**src/hw/rtl/dq_pkg.sv**
```systemverilog
// Shared types, codes and widths for the double-ended queue.
package dq_pkg;

    // Field widths of the input and result beats.
    localparam int KIND_W   = 3;
    localparam int DATA_W   = 32;
    localparam int STATUS_W = 2;
    localparam int COUNT_W  = 7;

    // Packed result beat: value, status, count and empty flag, padded to bytes.
    localparam int RES_W    = DATA_W + STATUS_W + COUNT_W + 1;
    localparam int RES_TW   = ((RES_W + 7) / 8) * 8;

    // Default number of slots in the ring store.
    localparam int DQ_DEPTH = 64;

    // Operation codes carried in the kind field.
    localparam logic [KIND_W-1:0] KIND_PUSH_FRONT = 3'd0;
    localparam logic [KIND_W-1:0] KIND_PUSH_BACK  = 3'd1;
    localparam logic [KIND_W-1:0] KIND_POP_FRONT  = 3'd2;
    localparam logic [KIND_W-1:0] KIND_POP_BACK   = 3'd3;
    localparam logic [KIND_W-1:0] KIND_PEEK_FRONT = 3'd4;
    localparam logic [KIND_W-1:0] KIND_PEEK_BACK  = 3'd5;
    localparam logic [KIND_W-1:0] KIND_CLEAR      = 3'd6;

    // Result status codes.
    localparam logic [STATUS_W-1:0] STATUS_OK    = 2'd0;
    localparam logic [STATUS_W-1:0] STATUS_EMPTY = 2'd1;
    localparam logic [STATUS_W-1:0] STATUS_FULL  = 2'd2;

    // Commands from the controller to the datapath.
    typedef struct packed {
        logic take;   // an input beat is accepted this cycle
        logic load;   // move the finished result into the output register
    } dq_cmd_t;

endpackage

```
**src/hw/rtl/dq_ram.sv**
```systemverilog
// Generic simple dual-port RAM with a registered read port.
module dq_ram #(
    parameter int WIDTH = 32,
    parameter int DEPTH = 64
) (
    input  logic                     clk,
    input  logic                     wr_en,
    input  logic [$clog2(DEPTH)-1:0] wr_addr,
    input  logic [WIDTH-1:0]         wr_data,
    input  logic                     rd_en,
    input  logic [$clog2(DEPTH)-1:0] rd_addr,
    output logic [WIDTH-1:0]         rd_data
);

    logic [WIDTH-1:0] mem_reg [DEPTH];
    logic [WIDTH-1:0] rd_data_reg;

    // Write port.
    always_ff @(posedge clk)
    begin
        if (wr_en)
        begin
            mem_reg[wr_addr] <= wr_data;
        end
    end

    // Read port; the data holds until the next read.
    always_ff @(posedge clk)
    begin
        if (rd_en)
        begin
            rd_data_reg <= mem_reg[rd_addr];
        end
    end

    assign rd_data = rd_data_reg;

endmodule

```
**src/hw/rtl/dq_ctrl.sv**
```systemverilog
// Controller: sequences accept, slot read and output register load.
module dq_ctrl (
    input  logic            clk,
    input  logic            rst_n,
    input  logic            s_tvalid,
    output logic            s_tready,
    output logic            m_tvalid,
    input  logic            m_tready,
    output dq_pkg::dq_cmd_t cmd
);
    import dq_pkg::*;

    typedef enum logic {
        ST_IDLE,
        ST_LOAD
    } state_t;

    state_t state_reg;
    state_t state_next;
    logic   m_tvalid_reg;
    logic   m_tvalid_next;
    logic   out_free;

    // The output register is free when empty or drained this cycle.
    assign out_free = !m_tvalid_reg || m_tready;

    // Commands to the datapath.
    assign cmd.take = (state_reg == ST_IDLE) && s_tvalid;
    assign cmd.load = (state_reg == ST_LOAD) && out_free;

    // Next state and output valid.
    always_comb
    begin
        state_next    = state_reg;
        m_tvalid_next = m_tvalid_reg && !m_tready;
        unique case (state_reg)
            ST_IDLE:
            begin
                if (s_tvalid)
                begin
                    state_next = ST_LOAD;
                end
            end
            ST_LOAD:
            begin
                if (out_free)
                begin
                    state_next    = ST_IDLE;
                    m_tvalid_next = 1'b1;
                end
            end
            default:
            begin
                state_next = ST_IDLE;
            end
        endcase
    end

    // State and registered outputs.
    always_ff @(posedge clk or negedge rst_n)
    begin
        if (!rst_n)
        begin
            state_reg    <= ST_IDLE;
            m_tvalid_reg <= 1'b0;
        end
        else
        begin
            state_reg    <= state_next;
            m_tvalid_reg <= m_tvalid_next;
        end
    end

    assign s_tready = (state_reg == ST_IDLE);
    assign m_tvalid = m_tvalid_reg;

endmodule

```
**src/hw/rtl/dq_datapath.sv**
```systemverilog
// Datapath: ring positions, count, slot store and the result register.
module dq_datapath #(
    parameter int DEPTH = dq_pkg::DQ_DEPTH
) (
    input  logic                        clk,
    input  logic                        rst_n,
    input  dq_pkg::dq_cmd_t             cmd,
    input  logic [dq_pkg::KIND_W-1:0]   kind,
    input  logic [dq_pkg::DATA_W-1:0]   value_in,
    output logic [dq_pkg::DATA_W-1:0]   value_out,
    output logic [dq_pkg::STATUS_W-1:0] status,
    output logic [dq_pkg::COUNT_W-1:0]  count,
    output logic                        is_empty
);
    import dq_pkg::*;

    localparam int PW = $clog2(DEPTH);
    localparam int HW = $clog2(DEPTH + 1);
    localparam logic [PW-1:0] LAST_POS = PW'(DEPTH - 1);
    localparam logic [HW-1:0] FULL_CNT = HW'(DEPTH);

    logic [PW-1:0]       front_reg, front_next;
    logic [PW-1:0]       back_reg, back_next;
    logic [HW-1:0]       held_reg, held_next;
    logic [STATUS_W-1:0] pend_status_reg, pend_status_next;
    logic                pend_read_reg, pend_read_next;

    logic [DATA_W-1:0]   value_out_reg;
    logic [STATUS_W-1:0] status_reg;
    logic [COUNT_W-1:0]  count_reg;
    logic                is_empty_reg;

    logic [PW-1:0]       front_inc, front_dec, back_inc, back_dec;
    logic                empty_now, full_now;
    logic                wr_en, rd_en;
    logic [PW-1:0]       wr_addr, rd_addr;
    logic [DATA_W-1:0]   rd_data;

    // Ring neighbors of both positions.
    assign front_inc = (front_reg == LAST_POS) ? '0 : front_reg + 1'b1;
    assign front_dec = (front_reg == '0) ? LAST_POS : front_reg - 1'b1;
    assign back_inc  = (back_reg == LAST_POS) ? '0 : back_reg + 1'b1;
    assign back_dec  = (back_reg == '0) ? LAST_POS : back_reg - 1'b1;

    assign empty_now = (held_reg == '0);
    assign full_now  = (held_reg == FULL_CNT);

    // Decode the operation and work out the next positions and count.
    always_comb
    begin
        front_next       = front_reg;
        back_next        = back_reg;
        held_next        = held_reg;
        pend_status_next = STATUS_OK;
        pend_read_next   = 1'b0;
        wr_en            = 1'b0;
        wr_addr          = back_reg;
        rd_en            = 1'b0;
        rd_addr          = front_reg;
        if (cmd.take)
        begin
            unique case (kind)
                KIND_PUSH_FRONT:
                begin
                    if (full_now)
                    begin
                        pend_status_next = STATUS_FULL;
                    end
                    else
                    begin
                        front_next = front_dec;
                        wr_en      = 1'b1;
                        wr_addr    = front_dec;
                        held_next  = held_reg + 1'b1;
                    end
                end
                KIND_PUSH_BACK:
                begin
                    if (full_now)
                    begin
                        pend_status_next = STATUS_FULL;
                    end
                    else
                    begin
                        back_next = back_inc;
                        wr_en     = 1'b1;
                        wr_addr   = back_reg;
                        held_next = held_reg + 1'b1;
                    end
                end
                KIND_POP_FRONT, KIND_PEEK_FRONT:
                begin
                    if (empty_now)
                    begin
                        pend_status_next = STATUS_EMPTY;
                    end
                    else
                    begin
                        rd_en          = 1'b1;
                        rd_addr        = front_reg;
                        pend_read_next = 1'b1;
                        if (kind == KIND_POP_FRONT)
                        begin
                            front_next = front_inc;
                            held_next  = held_reg - 1'b1;
                        end
                    end
                end
                KIND_POP_BACK, KIND_PEEK_BACK:
                begin
                    if (empty_now)
                    begin
                        pend_status_next = STATUS_EMPTY;
                    end
                    else
                    begin
                        rd_en          = 1'b1;
                        rd_addr        = back_dec;
                        pend_read_next = 1'b1;
                        if (kind == KIND_POP_BACK)
                        begin
                            back_next = back_dec;
                            held_next = held_reg - 1'b1;
                        end
                    end
                end
                KIND_CLEAR:
                begin
                    front_next = '0;
                    back_next  = '0;
                    held_next  = '0;
                end
                default:
                begin
                    // Unused code: no change, report the current count.
                end
            endcase
        end
    end

    // Ring store of the queued words.
    dq_ram #(
        .WIDTH (DATA_W),
        .DEPTH (DEPTH)
    ) u_ram (
        .clk     (clk),
        .wr_en   (wr_en),
        .wr_addr (wr_addr),
        .wr_data (value_in),
        .rd_en   (rd_en),
        .rd_addr (rd_addr),
        .rd_data (rd_data)
    );

    // Positions and count.
    always_ff @(posedge clk or negedge rst_n)
    begin
        if (!rst_n)
        begin
            front_reg <= '0;
            back_reg  <= '0;
            held_reg  <= '0;
        end
        else
        begin
            front_reg <= front_next;
            back_reg  <= back_next;
            held_reg  <= held_next;
        end
    end

    // Result of the accepted beat, waiting for the slot read.
    always_ff @(posedge clk)
    begin
        if (cmd.take)
        begin
            pend_status_reg <= pend_status_next;
            pend_read_reg   <= pend_read_next;
        end
    end

    // Output register.
    always_ff @(posedge clk)
    begin
        if (cmd.load)
        begin
            value_out_reg <= pend_read_reg ? rd_data : '0;
            status_reg    <= pend_status_reg;
            count_reg     <= COUNT_W'(held_reg);
            is_empty_reg  <= (held_reg == '0);
        end
    end

    assign value_out = value_out_reg;
    assign status    = status_reg;
    assign count     = count_reg;
    assign is_empty  = is_empty_reg;

endmodule

```
**src/hw/rtl/double_ended_queue.sv**
```systemverilog
// Top level of the double-ended queue: stream ports, controller and datapath.
//
// Double-ended queue of signed 32-bit words held in a ring of DEPTH slots.
// Each input beat carries one operation in s_tuser (push front, push back,
// pop front, pop back, peek front, peek back, clear) and the word to push
// in s_tdata; each beat yields exactly one result beat with the word read
// (zero when nothing is read), a status (ok, empty on pop or peek, full on
// push), the count after the operation (low 7 bits) and an empty flag. The
// edge that accepts an input beat also starts the registered read of the
// slot store, and the output register is loaded from ST_LOAD once it is
// free, so a stalled result beat holds the next result back. A new item
// is taken only after the previous result has been loaded; the next item
// is accepted while the previous result waits in the output register.
// Slots come up undefined and are only read after they have been written,
// so no clearing pass follows reset.
module double_ended_queue #(
    parameter int DEPTH = dq_pkg::DQ_DEPTH
) (
    input  logic                      clk,
    input  logic                      rst_n,
    input  logic                      s_tvalid,
    output logic                      s_tready,
    input  logic [dq_pkg::DATA_W-1:0] s_tdata,  // [31:0] value_in
    input  logic [dq_pkg::KIND_W-1:0] s_tuser,  // [2:0] kind
    output logic                      m_tvalid,
    input  logic                      m_tready,
    // [31:0] value_out, [33:32] status, [40:34] count, [41] is_empty, rest zero
    output logic [dq_pkg::RES_TW-1:0] m_tdata
);
    import dq_pkg::*;

    dq_cmd_t             cmd;
    logic [DATA_W-1:0]   value_out;
    logic [STATUS_W-1:0] status;
    logic [COUNT_W-1:0]  count;
    logic                is_empty;

    // Handshake sequencing.
    dq_ctrl u_ctrl (
        .clk      (clk),
        .rst_n    (rst_n),
        .s_tvalid (s_tvalid),
        .s_tready (s_tready),
        .m_tvalid (m_tvalid),
        .m_tready (m_tready),
        .cmd      (cmd)
    );

    // Queue state and result.
    dq_datapath #(
        .DEPTH (DEPTH)
    ) u_datapath (
        .clk       (clk),
        .rst_n     (rst_n),
        .cmd       (cmd),
        .kind      (s_tuser),
        .value_in  (s_tdata),
        .value_out (value_out),
        .status    (status),
        .count     (count),
        .is_empty  (is_empty)
    );

    // Pack the result beat.
    assign m_tdata = RES_TW'({is_empty, count, status, value_out});

endmodule

```
**config.mk**
```make
export PLATFORM = sky130hd
export DESIGN_NAME = double_ended_queue
export DESIGN_NICKNAME = d
export VERILOG_FILES = /design/src/hw/rtl/dq_pkg.sv /design/src/hw/rtl/dq_ram.sv /design/src/hw/rtl/dq_ctrl.sv /design/src/hw/rtl/dq_datapath.sv /design/src/hw/rtl/double_ended_queue.sv
export SDC_FILE = /design/constraint.sdc
export NUM_CORES = 2
export LEC_CHECK = 0
export BUFFER_PORTS_ARGS = -buffer_cell sky130_fd_sc_hd__buf_2
export CAP_MARGIN = 15
export CORE_MARGIN = 3
export CORE_UTILIZATION = 45
export DETAILED_ROUTE_END_ITERATION = 12
export PLACE_DENSITY_LB_ADDON = 0.25
export REMOVE_ABC_BUFFERS = 1
export SYNTH_ARGS = -nofsm -noshare
export SYNTH_HDL_FRONTEND = slang
export SYNTH_HIERARCHICAL = 1
export SYNTH_SLANG_ARGS = --single-unit
export TNS_END_PERCENT = 1
```
**constraint.sdc**
```tcl
create_clock -name clk -period 7.6 [get_ports clk]
set_input_delay 0.76 -clock clk [delete_from_list [all_inputs] [get_ports clk]]
set_output_delay 0.76 -clock clk [all_outputs]
set_load 0.02 [all_outputs]
```
==> metrics.md <==
| Metric | Value |
|---|---|
| Run status | `complete, no violations` |
| Slew headroom | `18.9%` |
| Post-synth EDFFs | `2125` |
| Drt via density | `6.12` |
| WS Path Type | `reg2reg` |
| Hold/Removal Path Class | `in2reg` |
| GR Overflow Total | `0` |
| Critical Path End Type | `flip-flop` |
| DRT iter0 DRCs | `5182` |
| Layout area overhead | `13.1%` |
| Post-DP HPWL | `120000 microns` |
| Synthesized cell area | `82500 sq um` |
| Starting Density | `45.4%` |
| Clk buf depth | `3` |
| Worst path most repeated cell | `nor2_1` |
| Peak supply drop | `307 uV` |
| Die X | `434 microns` |
| Setup Skew | `0.0337 ns` |
| Cts hold-fix bufs | `1` |
| Die area | `188000 sq um` |
| Total track usage | `22.8%` |
| Row count | `156` |
| Max_cap viols | `0` |
| Die Y | `434 microns` |
| Final cell count without fillers | `6462` |
| ANT nets after route | `0` |
| Routed len/inst | `32.9 microns` |
| Yosys cell types | `73` |
| Worst EP arrival | `6.29 ns` |
| Lkg Pwr | `28.8 nW` |
| Num CTS Buffers | `208` |
| Switch Pwr | `10.1 mW` |
| CTS tree | `yes` |
| Clock root buffer | `clkbuf_16` |
| Clock insertion delay at the later pin of the skew report | `0.83 ns` |
| Num ports | `89` |
| First-pass GRT wire length | `302000 microns` |
| Final Util | `51.4%` |
| Required @ worst endpoint | `8.14 ns` |
| Max Slew Vio Count | `0` |
| DRT Wirelength | `213000 microns` |
| Tot Pwr | `33.0 mW` |
| Post-layout min period | `5.75 ns` |
| Initial antenna violation count | `13` |
| CP cell instances | `nor4_4 > nand2_2 > o2111ai_2 > nor2_1 > a21oi_4 > buf_4 > buf_4 > mux4_2 > o22ai_1 > nor2_1 > a21oi_1 > nor2_1` |
| Sw Share | `30.7%` |
| Share of cells above drive strength 1 | `28.3%` |
| RSZ-0062 raised after global routing | `no` |
| Flip-flop count of the largest register after layout | `2048` |
| Ys async rst share | `0.979%` |
| Power per cell area | `354 nW/um^2` |
| Initial DRT Pass Iterations | `5` |
| GP Congestion | `0.815` |
| Core Area | `182000 sq um` |
| Part of the power in registers | `40.9%` |
| Placed Cells incl. Taps | `6072` |
| Combinational power share | `28.8%` |
| Sequential area share after synthesis | `78.0%` |
| Fmax | `174 MHz` |
| Ys flop type | `edfxtp_1` |
| Synth warn | `6` |
| CP max-delay cell | `o2111ai_2` |
| Mean Syn Cell Area | `22.5 sq um` |
| DR vias | `39600` |
| Clk network pwr share | `30.2%` |
| Reg clk slew, reported paths | `0.06 ns` |
| Final Hold Viols | `0` |
| Crit-path max FO | `33` |
| Postcts setup bufs | `0` |
| CTS sink count | `2146` |
| Internal cell power | `22.9 mW` |
| Worst-margin pin slew | `1.21 ns` |
| PortBufs | `82` |
| Critical path launch point type | `flip-flop` |
| CP max stage delay | `0.79 ns` |
| Gate Count Post-Synth | `3669` |
| Tcrit/Tclk final | `75.7%` |
| Fin nets | `3964` |
| Pin count of the biggest net entering global routing | `93` |
| Post-cts repair resize count | `0` |
| Drc violations | `0` |
| Vias in the first global route | `39500` |
| Seq cells post-synth | `2146` |
| Finish-stage setup viols | `0` |
| Htree depth | `4` |
## synthesized netlist by cell type (3+ instances only)
| library cell | number | area share (%) |
|---|---|---|
| o32ai_1 | 4 | 0.042 |
| nor2b_1 | 19 | 0.14 |
| inv_1 | 11 | 0.050 |
| nor3_1 | 14 | 0.085 |
| a31oi_1 | 12 | 0.091 |
| xnor2_1 | 6 | 0.064 |
| o21a_1 | 4 | 0.036 |
| dfrtp_1 | 21 | 0.64 |
| clkbuf_1 | 80 | 0.36 |
| o21ai_1 | 12 | 0.073 |
| and2_1 | 37 | 0.28 |
| buf_2 | 62 | 0.38 |
| xor2_1 | 4 | 0.042 |
| or3_1 | 4 | 0.030 |
| nand2b_1 | 12 | 0.091 |
| mux4_2 | 544 | 15 |
| a21oi_1 | 77 | 0.47 |
| nand3_1 | 14 | 0.085 |
| a311oi_1 | 8 | 0.085 |
| buf_4 | 35 | 0.32 |
| or2_2 | 3 | 0.023 |
| or3b_2 | 3 | 0.032 |
| and3_1 | 10 | 0.076 |
| nand3b_1 | 8 | 0.073 |
| ha_1 | 11 | 0.17 |
| a22oi_1 | 13 | 0.12 |
| mux2i_1 | 95 | 1.2 |
| a41o_1 | 4 | 0.049 |
| o22ai_1 | 86 | 0.65 |
| o21ai_0 | 15 | 0.091 |
| nor2_1 | 161 | 0.73 |
| buf_6 | 8 | 0.11 |
| edfxtp_1 | 2125 | 77 |
| o221ai_1 | 27 | 0.29 |
| buf_1 | 21 | 0.096 |
| nand2_1 | 52 | 0.24 |
## kinds of logic (layout without fill, tap and decap cells)
group	after synthesis	in the layout	synth area share [%]
mux	640	640	16.0
flops	2146	2146	78.0
fa+ha+maj	12	12	0.191
other cells	1	12	0.00455
buf+inv	219	631	1.33
compound gates	288	288	2.29
simple gates	353	353	2.06
xor+xnor	10	10	0.106
## path summary, 6_finish.rpt
kind	startpoint	to	slack, ns	depth (start not counted)
min in group asynchronous	rst_n	u_datapath/held_reg[1]	0.48	2
worst min-delay path	m_tready	u_ctrl/m_tvalid	0.22	3
max in group asynchronous	rst_n	u_datapath/front_reg[0]	6.74	2
worst min register to register	u_datapath/pend_status_reg[0]	u_datapath/status[0]	0.42	0
worst max-delay path	u_datapath/held_reg[3]	u_datapath/u_ram/rd_data[2]	1.85	12
worst max register to register	u_datapath/held_reg[3]	u_datapath/u_ram/rd_data[2]	1.85	12
## per-stage QoR
step / cell area, sq um / setup slack, ns / hold slack (ns) / setup TNS [ns]
after floorplan: 81500 / -45.35 / 0.400 / -1359.13
after global placement: 86700 / 1.84 / 0.405 / 0
after detailed placement: 86700 / 1.83 / 0.405 / 0
after CTS: 93300 / 1.90 / 0.151 / 0
after global routing: 93300 / 1.53 / 0.194 / 0
final: 93300 / 1.85 / 0.221 / 0
## cell usage in the layout (no fill, tap or decap), types with 13 or more instances in the layout
master | synthesis | final
buf_4 | 35 | 135
mux4_2 | 544 | 544
clkbuf_1 | 80 | 54
o22ai_1 | 86 | 86
nor2_1 | 161 | 98
mux2i_1 | 95 | 95
clkbuf_16 | 0 | 211
a22oi_1 | 13 | 13
nor2b_1 | 19 | 18
clkinv_1 | 0 | 48
and2_1 | 37 | 35
nand2_1 | 52 | 52
buf_12 | 0 | 16
clkinv_2 | 0 | 31
dfrtp_1 | 21 | 21
bufinv_16 | 0 | 15
edfxtp_1 | 2125 | 2125
o221ai_1 | 27 | 27
nor2_4 | 0 | 63
a21oi_1 | 77 | 75
buf_2 | 62 | 83
nand3_1 | 14 | 14
## cell type report
cell class / count / area (sq um)
Fill cell: 14100 / 88200
Sequential cell: 2146 / 64300
Multi-Input combinational cell: 1309 / 17600
Clock buffer: 266 / 5500
Tap cell: 2370 / 2970
Timing Repair Buffer: 235 / 1760
Clock inverter: 117 / 1040
Inverter: 13 / 51.3
Antenna cell: 6 / 15.0
## power groups by stage
| stage | logic [mW] | clock network (mW) | registers (mW) |
|---|---|---|---|
| floorplan | 6.29 | 0 | 13.7 |
| global placement | 9.59 | 0 | 13.8 |
| detailed placement | 9.63 | 0 | 13.8 |
| finish | 9.52 | 9.97 | 13.5 |
| CTS | 9.65 | 10.1 | 13.5 |
| global route | 10.0 | 10.6 | 13.5 |
## worst max-delay path, delay by kind of cell (launching register included)
| family | cells | cell delay, ns |
|---|---|---|
| buf+inv | 2 | 1.07 |
| compound gates | 4 | 2.27 |
| mux | 1 | 0.58 |
| flops | 1 | 0.44 |
| simple gates | 5 | 1.05 |
## metal layers
metal | wire (microns) | vias to the layer above | GRT usage [%]
met2 | 103000 | 1825 | 36.4
met1 | 85300 | 21400 | 32.5
li1 | - | 16000 | -
met5 | 22 | - | 0
met3 | 18000 | 316 | 3.90
met4 | 6310 | 4 | 6.64
Note: power is estimated with default switching activity, not from simulation.
